===== src/sv/ffba_pkg.sv =====
// ----------------------------------------------------------------------------
// ffba_pkg
// Shared constants, codes and types of the first-fit block allocator.
// ----------------------------------------------------------------------------
package ffba_pkg;

    // heap geometry
    localparam int NUM_BLOCKS  = 256;
    localparam int BLOCK_BYTES = 64;
    localparam int ID_BITS     = 16;

    // field widths
    localparam int SIZE_W   = 16;
    localparam int INDEX_W  = 8;
    localparam int START_W  = 8;
    localparam int STATUS_W = 2;

    // internal widths
    localparam int IDX_W  = $clog2(NUM_BLOCKS);
    localparam int CNT_W  = $clog2(NUM_BLOCKS + 1);
    localparam int NEED_W = SIZE_W + 1;

    // commands
    localparam logic CMD_ALLOC = 1'b0;
    localparam logic CMD_FREE  = 1'b1;

    // result status codes
    typedef enum logic [STATUS_W-1:0] {
        ST_OK      = 2'd0,
        ST_ZERO    = 2'd1,
        ST_NOSPACE = 2'd2,
        ST_BADIDX  = 2'd3
    } t_status;

    // control sequencer states
    typedef enum logic [2:0] {
        S_IDLE,
        S_SCAN,
        S_FILL,
        S_FREE,
        S_RESP
    } t_state;

endpackage


===== src/sv/ffba_req_if.sv =====
// ----------------------------------------------------------------------------
// ffba_req_if
// Request channel of the block allocator: valid/ready with command payload.
// ----------------------------------------------------------------------------
interface ffba_req_if;

    logic                          valid;
    logic                          ready;
    logic                          command;
    logic [ffba_pkg::SIZE_W-1:0]   size_bytes;
    logic [ffba_pkg::INDEX_W-1:0]  block_index;

    modport source (output valid, output command, output size_bytes,
                    output block_index, input ready);
    modport sink   (input valid, input command, input size_bytes,
                    input block_index, output ready);

endinterface


===== src/sv/ffba_rsp_if.sv =====
// ----------------------------------------------------------------------------
// ffba_rsp_if
// Response channel of the block allocator: valid/ready with status payload.
// ----------------------------------------------------------------------------
interface ffba_rsp_if;

    logic                           valid;
    logic                           ready;
    logic [ffba_pkg::STATUS_W-1:0]  status;
    logic [ffba_pkg::START_W-1:0]   start_index;

    modport source (output valid, output status, output start_index, input ready);
    modport sink   (input valid, input status, input start_index, output ready);

endinterface


===== src/sv/first_fit_block_allocator.sv =====
// ----------------------------------------------------------------------------
// first_fit_block_allocator
// First-fit allocator of contiguous runs over a heap of equal blocks.
// ----------------------------------------------------------------------------
// The block owner tags live in a synchronous memory with one read and one
// write port, read one tag per cycle, and one request is handled at a time;
// each request gives exactly one response beat. An allocate scans from block
// 0, stopping early when a fitting run is found, then writes the owner id
// into each block of the run. A free walks and clears the run of blocks
// that carry the tag of the given block; zero size, oversize and bad index
// requests go straight to the response. Reset clears all tags at once through
// per-block valid bits, so the block takes requests right after reset. A
// finished response waits in an output register, and the next request is
// accepted while it waits.
// ----------------------------------------------------------------------------
module first_fit_block_allocator (
    input  logic        i_clk,
    input  logic        i_rst_n,
    ffba_req_if.sink    i_req,
    ffba_rsp_if.source  o_rsp
);

    // tag memory and per-block valid bits
    logic [ffba_pkg::ID_BITS-1:0]    r_mem [ffba_pkg::NUM_BLOCKS];
    logic [ffba_pkg::NUM_BLOCKS-1:0] r_vld;
    logic [ffba_pkg::ID_BITS-1:0]    r_rdata;
    logic                            r_rd_vld;

    logic                            mem_re;
    logic                            mem_we;
    logic [ffba_pkg::IDX_W-1:0]      ra;
    logic [ffba_pkg::IDX_W-1:0]      wa;
    logic [ffba_pkg::ID_BITS-1:0]    wd;
    logic [ffba_pkg::ID_BITS-1:0]    rd_tag;

    // sequencer registers
    ffba_pkg::t_state                r_state, n_state;
    logic [ffba_pkg::CNT_W-1:0]      r_idx, n_idx;
    logic                            r_dv, n_dv;
    logic [ffba_pkg::CNT_W-1:0]      r_run, n_run;
    logic [ffba_pkg::CNT_W-1:0]      r_need, n_need;
    logic [ffba_pkg::IDX_W-1:0]      r_waddr, n_waddr;
    logic [ffba_pkg::CNT_W-1:0]      r_cnt, n_cnt;
    logic [ffba_pkg::ID_BITS-1:0]    r_tag, n_tag;
    logic                            r_first_rd, n_first_rd;
    logic [ffba_pkg::ID_BITS-1:0]    r_id, n_id;
    ffba_pkg::t_status               r_res_status, n_res_status;
    logic [ffba_pkg::START_W-1:0]    r_res_start, n_res_start;

    // output register
    logic                            r_ovalid;
    ffba_pkg::t_status               r_ostat;
    logic [ffba_pkg::START_W-1:0]    r_ostart;

    // decode and scan terms
    logic                            acc;
    logic                            out_free;
    logic                            req_zero;
    logic                            req_big;
    logic                            req_bad;
    logic [ffba_pkg::NEED_W-1:0]     need_full;
    logic                            idx_more;
    logic [ffba_pkg::CNT_W-1:0]      idx_m1;
    logic [ffba_pkg::CNT_W-1:0]      run_n;
    logic [ffba_pkg::CNT_W-1:0]      hit_first;
    logic                            scan_hit;
    logic                            scan_miss;
    logic                            free_match;
    logic                            free_done;
    logic [ffba_pkg::ID_BITS-1:0]    id_inc;

    // handshake
    assign i_req.ready = (r_state == ffba_pkg::S_IDLE);
    assign acc         = i_req.valid && i_req.ready;
    assign out_free    = !r_ovalid || o_rsp.ready;

    // request decode
    assign req_zero  = (i_req.size_bytes == '0);
    assign need_full = ffba_pkg::NEED_W'(i_req.size_bytes / ffba_pkg::BLOCK_BYTES)
                       + ffba_pkg::NEED_W'(1);
    assign req_big   = 32'(need_full) > 32'(ffba_pkg::NUM_BLOCKS);
    assign req_bad   = 32'(i_req.block_index) >= 32'(ffba_pkg::NUM_BLOCKS);

    // tag read data, unwritten blocks read as free
    assign rd_tag = r_rd_vld ? r_rdata : '0;

    // walk terms of scan and free
    assign idx_more  = (r_idx != ffba_pkg::CNT_W'(ffba_pkg::NUM_BLOCKS));
    assign idx_m1    = r_idx - ffba_pkg::CNT_W'(1);
    assign run_n     = (rd_tag == '0) ? r_run + ffba_pkg::CNT_W'(1) : '0;
    assign hit_first = r_idx - r_need;
    assign scan_hit  = r_dv && (run_n == r_need);
    assign scan_miss = r_dv && !scan_hit && !idx_more;
    assign free_match = r_first_rd ? (rd_tag != '0) : (rd_tag == r_tag);
    assign free_done  = r_dv && (!free_match || !idx_more);

    // owner id advance, skipping zero
    assign id_inc = r_id + ffba_pkg::ID_BITS'(1);

    // next state
    always_comb begin
        n_state = r_state;
        unique case (r_state)
            ffba_pkg::S_IDLE: begin
                if (acc) begin
                    if (i_req.command == ffba_pkg::CMD_ALLOC) begin
                        n_state = (req_zero || req_big) ? ffba_pkg::S_RESP
                                                        : ffba_pkg::S_SCAN;
                    end else begin
                        n_state = req_bad ? ffba_pkg::S_RESP : ffba_pkg::S_FREE;
                    end
                end
            end
            ffba_pkg::S_SCAN: begin
                if (scan_hit) begin
                    n_state = ffba_pkg::S_FILL;
                end else if (scan_miss) begin
                    n_state = ffba_pkg::S_RESP;
                end
            end
            ffba_pkg::S_FILL: begin
                if (r_cnt == ffba_pkg::CNT_W'(1)) begin
                    n_state = ffba_pkg::S_RESP;
                end
            end
            ffba_pkg::S_FREE: begin
                if (free_done) begin
                    n_state = ffba_pkg::S_RESP;
                end
            end
            ffba_pkg::S_RESP: begin
                if (out_free) begin
                    n_state = ffba_pkg::S_IDLE;
                end
            end
            default: n_state = ffba_pkg::S_IDLE;
        endcase
    end

    // datapath and memory control
    always_comb begin
        mem_re       = 1'b0;
        mem_we       = 1'b0;
        ra           = r_idx[ffba_pkg::IDX_W-1:0];
        wa           = r_waddr;
        wd           = r_id;
        n_idx        = r_idx;
        n_dv         = r_dv;
        n_run        = r_run;
        n_need       = r_need;
        n_waddr      = r_waddr;
        n_cnt        = r_cnt;
        n_tag        = r_tag;
        n_first_rd   = r_first_rd;
        n_id         = r_id;
        n_res_status = r_res_status;
        n_res_start  = r_res_start;
        unique case (r_state)
            ffba_pkg::S_IDLE: begin
                if (acc) begin
                    n_idx        = (i_req.command == ffba_pkg::CMD_ALLOC)
                                   ? '0 : ffba_pkg::CNT_W'(i_req.block_index);
                    n_dv         = 1'b0;
                    n_run        = '0;
                    n_need       = ffba_pkg::CNT_W'(need_full);
                    n_first_rd   = 1'b1;
                    n_res_start  = '0;
                    if (i_req.command == ffba_pkg::CMD_ALLOC) begin
                        n_res_status = req_zero ? ffba_pkg::ST_ZERO : ffba_pkg::ST_NOSPACE;
                    end else begin
                        n_res_status = ffba_pkg::ST_BADIDX;
                    end
                end
            end
            ffba_pkg::S_SCAN: begin
                // one tag read per cycle, data checked from the registered read port
                mem_re = idx_more;
                n_dv   = idx_more;
                if (idx_more) begin
                    n_idx = r_idx + ffba_pkg::CNT_W'(1);
                end
                if (r_dv) begin
                    n_run = run_n;
                end
                if (scan_hit) begin
                    n_waddr      = hit_first[ffba_pkg::IDX_W-1:0];
                    n_cnt        = r_need;
                    n_res_status = ffba_pkg::ST_OK;
                    n_res_start  = ffba_pkg::START_W'(hit_first);
                end else if (scan_miss) begin
                    n_res_status = ffba_pkg::ST_NOSPACE;
                    n_res_start  = '0;
                end
            end
            ffba_pkg::S_FILL: begin
                // tag the run one block per cycle
                mem_we  = 1'b1;
                n_waddr = r_waddr + ffba_pkg::IDX_W'(1);
                n_cnt   = r_cnt - ffba_pkg::CNT_W'(1);
                if (r_cnt == ffba_pkg::CNT_W'(1)) begin
                    n_id = (id_inc == '0) ? ffba_pkg::ID_BITS'(1) : id_inc;
                end
            end
            ffba_pkg::S_FREE: begin
                // read next tag, clear the one just checked
                mem_re = idx_more;
                n_dv   = idx_more;
                if (idx_more) begin
                    n_idx = r_idx + ffba_pkg::CNT_W'(1);
                end
                wa = idx_m1[ffba_pkg::IDX_W-1:0];
                wd = '0;
                if (r_dv) begin
                    n_first_rd = 1'b0;
                    if (r_first_rd) begin
                        n_tag = rd_tag;
                    end
                    mem_we = free_match;
                end
                if (free_done) begin
                    n_res_status = ffba_pkg::ST_OK;
                    n_res_start  = '0;
                end
            end
            ffba_pkg::S_RESP: begin
                n_dv = 1'b0;
            end
            default: n_dv = 1'b0;
        endcase
    end

    // sequencer registers
    always_ff @(posedge i_clk) begin
        if (!i_rst_n) begin
            r_state <= ffba_pkg::S_IDLE;
            r_dv    <= 1'b0;
            r_id    <= ffba_pkg::ID_BITS'(1);
        end else begin
            r_state <= n_state;
            r_dv    <= n_dv;
            r_id    <= n_id;
        end
    end

    always_ff @(posedge i_clk) begin
        r_idx        <= n_idx;
        r_run        <= n_run;
        r_need       <= n_need;
        r_waddr      <= n_waddr;
        r_cnt        <= n_cnt;
        r_tag        <= n_tag;
        r_first_rd   <= n_first_rd;
        r_res_status <= n_res_status;
        r_res_start  <= n_res_start;
    end

    // tag memory, registered read
    always_ff @(posedge i_clk) begin
        if (mem_we) begin
            r_mem[wa] <= wd;
        end
        if (mem_re) begin
            r_rdata <= r_mem[ra];
        end
    end

    // valid bits, cleared by reset
    always_ff @(posedge i_clk) begin
        if (!i_rst_n) begin
            r_vld    <= '0;
            r_rd_vld <= 1'b0;
        end else begin
            if (mem_we) begin
                r_vld[wa] <= 1'b1;
            end
            if (mem_re) begin
                r_rd_vld <= r_vld[ra];
            end
        end
    end

    // response output register
    always_ff @(posedge i_clk) begin
        if (!i_rst_n) begin
            r_ovalid <= 1'b0;
        end else if (r_state == ffba_pkg::S_RESP && out_free) begin
            r_ovalid <= 1'b1;
        end else if (o_rsp.ready) begin
            r_ovalid <= 1'b0;
        end
    end

    always_ff @(posedge i_clk) begin
        if (r_state == ffba_pkg::S_RESP && out_free) begin
            r_ostat  <= r_res_status;
            r_ostart <= r_res_start;
        end
    end

    assign o_rsp.valid       = r_ovalid;
    assign o_rsp.status      = r_ostat;
    assign o_rsp.start_index = r_ostart;

    // read and write never hit the same block in one cycle
    a_no_rw_same : assert property (@(posedge i_clk) disable iff (!i_rst_n)
        mem_we && mem_re |-> wa != ra)
        else $error("tag read and write to same block");

    // owner id is never the free tag
    a_id_nonzero : assert property (@(posedge i_clk) disable iff (!i_rst_n)
        r_id != '0)
        else $error("owner id is zero");

    // fill never runs with an empty count
    a_fill_cnt : assert property (@(posedge i_clk) disable iff (!i_rst_n)
        r_state == ffba_pkg::S_FILL |-> r_cnt != '0)
        else $error("fill with zero count");

    // error responses carry start index zero
    a_err_start : assert property (@(posedge i_clk) disable iff (!i_rst_n)
        r_ovalid && r_ostat != ffba_pkg::ST_OK |-> r_ostart == '0)
        else $error("nonzero start on error response");

    // owner id only moves at the end of a fill
    a_id_step : assert property (@(posedge i_clk) disable iff (!i_rst_n)
        r_id != $past(r_id) |-> $past(r_state) == ffba_pkg::S_FILL)
        else $error("owner id changed outside fill");

endmodule

===== src/flat_wrapper.sv =====
// flat-port wrapper written by rule: the top's interface ports become plain ports
module first_fit_block_allocator_flat 
  (i_clk, i_rst_n, i_req_valid, i_req_command, i_req_size_bytes, i_req_block_index, i_req_ready, o_rsp_valid, o_rsp_status, o_rsp_start_index, o_rsp_ready);
  ffba_req_if i_req_i ();
  ffba_rsp_if o_rsp_i ();
  input  logic i_clk;
  input  logic i_rst_n;
  input wire logic [$bits(i_req_i.valid)-1:0] i_req_valid;
  input wire logic [$bits(i_req_i.command)-1:0] i_req_command;
  input wire logic [$bits(i_req_i.size_bytes)-1:0] i_req_size_bytes;
  input wire logic [$bits(i_req_i.block_index)-1:0] i_req_block_index;
  output wire logic [$bits(i_req_i.ready)-1:0] i_req_ready;
  output wire logic [$bits(o_rsp_i.valid)-1:0] o_rsp_valid;
  output wire logic [$bits(o_rsp_i.status)-1:0] o_rsp_status;
  output wire logic [$bits(o_rsp_i.start_index)-1:0] o_rsp_start_index;
  input wire logic [$bits(o_rsp_i.ready)-1:0] o_rsp_ready;
  assign i_req_i.valid = i_req_valid;
  assign i_req_i.command = i_req_command;
  assign i_req_i.size_bytes = i_req_size_bytes;
  assign i_req_i.block_index = i_req_block_index;
  assign i_req_ready = i_req_i.ready;
  assign o_rsp_valid = o_rsp_i.valid;
  assign o_rsp_status = o_rsp_i.status;
  assign o_rsp_start_index = o_rsp_i.start_index;
  assign o_rsp_i.ready = o_rsp_ready;
  first_fit_block_allocator u_core (.i_clk(i_clk), .i_rst_n(i_rst_n), .i_req(i_req_i), .o_rsp(o_rsp_i));
endmodule

===== config.mk =====
export PLATFORM = sky130hd
export DESIGN_NAME = first_fit_block_allocator_flat
export DESIGN_NICKNAME = d
export VERILOG_FILES = /design/src/sv/ffba_pkg.sv /design/src/sv/ffba_req_if.sv /design/src/sv/ffba_rsp_if.sv /design/src/sv/first_fit_block_allocator.sv /design/src/flat_wrapper.sv
export SDC_FILE = /design/constraint.sdc
export NUM_CORES = 2
export LEC_CHECK = 0
export CORE_MARGIN = 2
export CORE_UTILIZATION = 59
export CTS_BUF_LIST = sky130_fd_sc_hd__clkbuf_8
export DETAILED_ROUTE_END_ITERATION = 10
export DONT_BUFFER_PORTS = 1
export PLACE_DENSITY = 0.78
export SLEW_MARGIN = 25
export SYNTH_ARGS = -nofsm -noshare
export SYNTH_HDL_FRONTEND = slang
export SYNTH_SLANG_ARGS = --single-unit

===== constraint.sdc =====
create_clock -name i_clk -period 5.7 [get_ports i_clk]
set_input_delay 1.14 -clock i_clk [delete_from_list [all_inputs] [get_ports i_clk]]
set_output_delay 1.14 -clock i_clk [all_outputs]
set_load 0.02 [all_outputs]

# ---- After elaboration in Yosys (flattened, before gate mapping)
# Memory sizes are Yosys's and may differ from the RTL's. A register that Yosys moved wholly into a read port is not among the register bits.
# Index checks and enable logic that the tools add are counted.
dict set report totals {
  reg_bits 359
  ram_bits 4096
  inputBits 29
  out_inout_bits 12
  elab_cells 139
  mem_count 1
}
dict set report classes {
  add_sub_neg 8
  order_cmp 4
  n_eq_ne 17
  muxes 54
  n_bitwise 2
  reduce_logical 36
}
# name depth word_bits read_ports rd_clocked_by_memory_dff wr line_no
set memory_table {}
lappend memory_table {u_core.r_mem 256 16 1 1 1 first_fit_block_allocator.sv:24} ;# logic [ffba_pkg::ID_BITS-1:0] r_mem [ffba_pkg::NUM_BLOCKS];
# cell count
set op_table {}
lappend op_table {{$or 256x256->256} 1}
lappend op_table {{$mux 8} 7}
lappend op_table {{$mux 9} 6}
lappend op_table {{$pmux 9 s2} 3}
lappend op_table {{$logic_not 16->1} 3}
lappend op_table {{$mux 16} 3}
lappend op_table {{$mux 3} 8}
lappend op_table {{$pmux 8 s3} 1}
lappend op_table {{$add 9x1->9 const B} 2}
lappend op_table {{$lt 8x9->1 const B} 2}
lappend op_table {{$gt 17x9->1 const B} 1}
lappend op_table {{$add 16x1->16 const B} 1}
lappend op_table {{$eq 16x16->1} 1}
lappend op_table {{$pmux 8 s2} 1}
lappend op_table {{$reduce_bool 16->1} 1}
lappend op_table {{$pmux 3 s5} 1}
lappend op_table {{$ne 2x1->1 const B} 7}
lappend op_table {{$mux 1} 12}
lappend op_table {{$mux 2} 6}
lappend op_table {{$reduce_and 3->1} 4}
lappend op_table {{$add 10x1->11 const B} 1}
lappend op_table {{$reduce_bool 2->1} 5}
lappend op_table {{$eq 9x1->1 const B} 1}
lappend op_table {{$eq 9x9->1} 1}
lappend op_table {{other kinds (26)} 42}

# ---- Logic depth before layout (Yosys ltp)
dict set report depth {
  depth_word 11
  depth_mapped 17
}

# ---- Worst setup path before layout
# Ideal clock, no wire load.
dict set report synth_timing {
  path_kind {reg2reg}
  from {register u_core.r_state[2]}
  to {memory u_core.r_mem[0][10] (netlist name), data pin}
  arrival_ns 4.674
  t_required_ns 4.830
  path_slack_ns 0.156
  stages_incl_launch_ff 7
  n_path_buf 3
  period_less_slack_ns 5.544
  cell_sequence {dfxtp_1 and3b_1 inv_1 clkbuf_1 clkbuf_1 clkbuf_1 and2_1}
}
dict set report synth_between {
  elab_chain_len 2
}
# item line_no
set synth_lines {}
lappend synth_lines {{start, declared} first_fit_block_allocator.sv:37} ;# ffba_pkg::t_state r_state, n_state;
lappend synth_lines {{start signal, assigned} first_fit_block_allocator.sv:235} ;# r_state <= ffba_pkg::S_IDLE;
lappend synth_lines {{start signal, assigned} first_fit_block_allocator.sv:239} ;# r_state <= n_state;
lappend synth_lines {{$eq 3x2->1} first_fit_block_allocator.sv:158} ;# unique case (r_state)
lappend synth_lines {{$mux 16} first_fit_block_allocator.sv:158}
lappend synth_lines {{via u_core.wd, one bit} first_fit_block_allocator.sv:33} ;# logic [ffba_pkg::ID_BITS-1:0] wd;
lappend synth_lines {{end, declared} first_fit_block_allocator.sv:24}
# The timed path passes the listed nets, and every way through them passes these cells.

# ---- Worst setup path after layout
dict set report layout_timing {
  from {register u_core.r_state[1]}
  to {memory u_core.r_mem[217][8] (netlist name), enable pin}
}
dict set report layout_between {
  elab_chain_len 4
}
# item line_no
set layout_lines {}
lappend layout_lines {{$eq 3x2->1} first_fit_block_allocator.sv:158}
lappend layout_lines {{$pmux 1 s2} first_fit_block_allocator.sv:158}
lappend layout_lines {{$mux 1} first_fit_block_allocator.sv:259} ;# if (mem_we) begin
lappend layout_lines {{$mux 1 (not written as such)} first_fit_block_allocator.sv:260} ;# r_mem[wa] <= wd;
# Several ways; a longest one is shown, not always the timed one.

==> impl_metrics.toml <==
[layout]
synthToLayoutAreaGrowth_pct = 11.7
final_cell_mix = "4,193 x edfxtp_1, 1,342 x mux4_2, 719 x clkbuf_8"
drive_gt1_share_pct = 31.5
layout_commonest_cell = "edfxtp_1"
finalCoreUtilization_pct = 66.3
final_cell_area_um2 = 193000
finalNetCount = 8419
fillCellCount = 17400

[floorplanning]
initial_core_util_pct = 59.4
die_h_um = 545
die-area_um2 = 298000
num_io_pins = 41
row_count = 198
core_um2 = 291000
die_w_um = 545

[global_route]
antenna_found_initial = 20
grt_usage_pct = 28.9
grt_pass1_vias = 86300
grt_pass1_wl_mm = 618
grt_start_max_net_pins = 279
overflow = 0

[power]
p_leak_nw = 53.4
net-switching-power_mw = 22.3
intPower_mw = 53.9
clkPwrFrac_pct = 33.0
power.density_nw_per_um2 = 394
sw_frac_of_total_pct = 29.3
ir_drop_v = 0.000489
seq_power_share_pct = 47.6
pwr-share-comb_pct = 19.4

[placed_design]
portBuffers = 0
gp_congestion = 0.898
placed_area_um2 = 180000
post-dp-hpwl_mm = 258

[sta]
worst_pin_slew_ns = 1.10
period_needed_ns = 4.96
rsz0062_at_grt = "no"
skew_ns = 0.0940
period_share_pct = 87.1
setup_tns_ns = 0
final-setup-viol-count = 0
clock.fmax_mhz = 201
hold_viol = 0
holdWs_ns = 0.0494
slew_viol_final = 0
relSlewSlack_pct = 26.5

[synthesis]
synth_cell_type_count = 78
synthCells = 7721
ys.flop_type = "edfxtp_1"
synth_edf_count = 4193
syn_area_per_cell_um2 = 22.4
syn-num-nets = 7768
ys_seq_area_share_pct = 76.0
yosys_warnings = 0
async_flop_share_pct = 0
synth.ff_latch_count = 4471
netlist_area_um2 = 173000

[worst_setup_path]
rrSetupSlack_ns = 0.74
crit_fanout = 30
r2r_end = "u_core.r_mem[217][8]"
start_kind = "flip-flop"
end_kind = "flip-flop"
critPathKind = "flip-flop to flip-flop"
worstPathRequired_ns = 6.57
worstReg2RegStart = "u_core.r_state[1]"
rr_worst_depth = 8
cp.arrival_ns = 5.84

[clock_tree]
cts_resized = 0
cts_buffers = 673
ctsHoldBuffers = 0
htreeDepth = 6
cts.sinks = 4471
clockBufferDepth = 4
cts_root_buffer = "clkbuf_8"
cts_tree = "built"
postCtsSetupBuffers = 0
clkLatencyLatePin_ns = 1.24
path_clk_slew_ns = 0.07

[drt]
vias = 87100
vias_per_cell = 6.78
drtAntennaViolNets = 0
drc = 0
firstDrtPassIters = 7
routedWlPerCell_um = 33.5
wirelength_mm = 431
drtIter0Drc = 15200

[worst_hold_path]
hp-start = "i_rst_n"
hold_end = "u_core.r_vld[114]"
holdPathStages = 1
hold_class = "input port to flip-flop"

[flow_run]
max_cap_violations = 0

[status]
status = "complete, no violations"
[critical path, cell delays in order, from the launching register on]
cell and delay [ns]:
dfxtp_1 0.56, and3b_1 0.62, inv_1 0.62, o21ai_0 0.49
nand2_1 0.44, nor2_1 0.92, nand2_1 0.43, nor3_2 0.22
buf_4 0.32
[registers in the layout (all words and copies together), names as in the netlist]
name,cells
u_core.r_mem,4096
u_core.r_vld,256
u_core.r_id,16
u_core.r_rdata,16
u_core.r_tag,16
u_core.r_cnt,9
u_core.r_idx,9
u_core.r_need,9
u_core.r_run,9
u_core.o_rsp.start_index,8
u_core.r_res_start,8
u_core.r_waddr,8
u_core.r_state,3
u_core.o_rsp.status,2
u_core.r_res_status,2
u_core.o_rsp.valid,1
u_core.r_dv,1
u_core.r_first_rd,1
u_core.r_rd_vld,1
[cell usage after synthesis (all sizes together), types with 5 or more instances]
| cell | count | area [um2] |
|---|---|---|
| nor4 | 8 | 50.1 |
| o22ai | 19 | 119 |
| or2 | 5 | 31.3 |
| a21boi | 5 | 37.5 |
| inv | 29 | 109 |
| xnor2 | 39 | 342 |
| nor2b | 18 | 113 |
| o21ai | 53 | 265 |
| nand3 | 46 | 230 |
| and3 | 13 | 81.3 |
| or4 | 18 | 139 |
| clkbuf | 218 | 818 |
| mux4 | 1342 | 30200 |
| dfxtp | 278 | 5570 |
| edfxtp | 4193 | 126000 |
| ha | 17 | 213 |
| a21oi | 79 | 403 |
| buf | 222 | 1100 |
| a31oi | 15 | 93.8 |
| o21a | 261 | 1960 |
| or3 | 11 | 68.8 |
| mux2 | 6 | 67.6 |
| nor3 | 129 | 1070 |
| mux2i | 16 | 160 |
| nand2 | 158 | 593 |
| nand4 | 11 | 68.8 |
| and2 | 52 | 325 |
| a22oi | 137 | 1030 |
| xor2 | 21 | 184 |
| nand2b | 15 | 101 |
| nor2 | 218 | 818 |
[worst max-delay path by stage]
stage,startpoint,end,cells past startpoint
2_1_floorplan,u_core.r_state[2],u_core.r_mem[0][10],6
3_3_place_gp,u_core.r_idx[3],u_core.r_rdata[9],7
3_5_place_dp,u_core.r_state[1],u_core.r_mem[53][15],8
4_1_cts,u_core.r_state[1],u_core.r_mem[53][10],8
5_1_grt,u_core.r_state[1],u_core.r_mem[181][6],8
6_report,u_core.r_state[1],u_core.r_mem[217][8],8
[layout make-up]
| cell class | instances | area [um2] | area share [%] |
|---|---|---|---|
| clock buffers | 719 | 9900 | 5.12 |
| clock inverters | 515 | 3030 | 1.57 |
| inverters | 29 | 109 | 0.0563 |
| well taps | 3900 | 4880 | 2.53 |
| flip-flops and latches | 4471 | 131000 | 68.0 |
| repair buffers | 416 | 3950 | 2.04 |
| diodes | 14 | 35.0 | 0.0181 |
| multi-input cells | 2781 | 39900 | 20.6 |
[power groups by stage]
stage / registers, mW / clock network (mW) / logic, mW
after floorplan: 36.8 / 0 / 9.57
after global placement: 36.9 / 0 / 14.6
after detailed placement: 37.0 / 0 / 14.6
after CTS: 36.3 / 25.4 / 14.7
after global routing: 36.3 / 26.7 / 15.3
final: 36.3 / 25.1 / 14.8
[cells by family (layout without fill, tap and decap cells)]
family	count (synthesis)	after routing	share of synthesized area (%)
AO/OA/AOI/OAI	611	611	2.50
XOR/XNOR	62	62	0.330
adder cells (fa/ha/maj)	18	18	0.135
buffers and inverters	469	1679	1.17
flip-flops	4471	4471	76.0
multiplexers	1364	1364	17.6
other	0	14	0
AND/OR/NAND/NOR	726	726	2.25
[metrics by stage]
step | cells | setup slack, ns | power [mW]
global route | 12800 | 0.650 | 78.3
floorplan | 7721 | 0.156 | 46.4
finish | 12800 | 0.736 | 76.2
CTS | 12800 | 0.989 | 76.3
global placement | 11600 | 0.915 | 51.5
detailed placement | 11600 | 0.972 | 51.6
[layer usage]
metal | track usage [%] | vias to the layer above | share of wire [%] | wire (um)
li1 | - | 34200 | - | -
met1 | 41.4 | 45500 | 36 | 155000
met2 | 43.1 | 6601 | 46 | 200000
met3 | 7.44 | 854 | 13 | 57000
met4 | 11.7 | 10 | 4.3 | 18500
met5 | 0 | - | 0.016 | 70
Power figures use the tool's default switching activity.
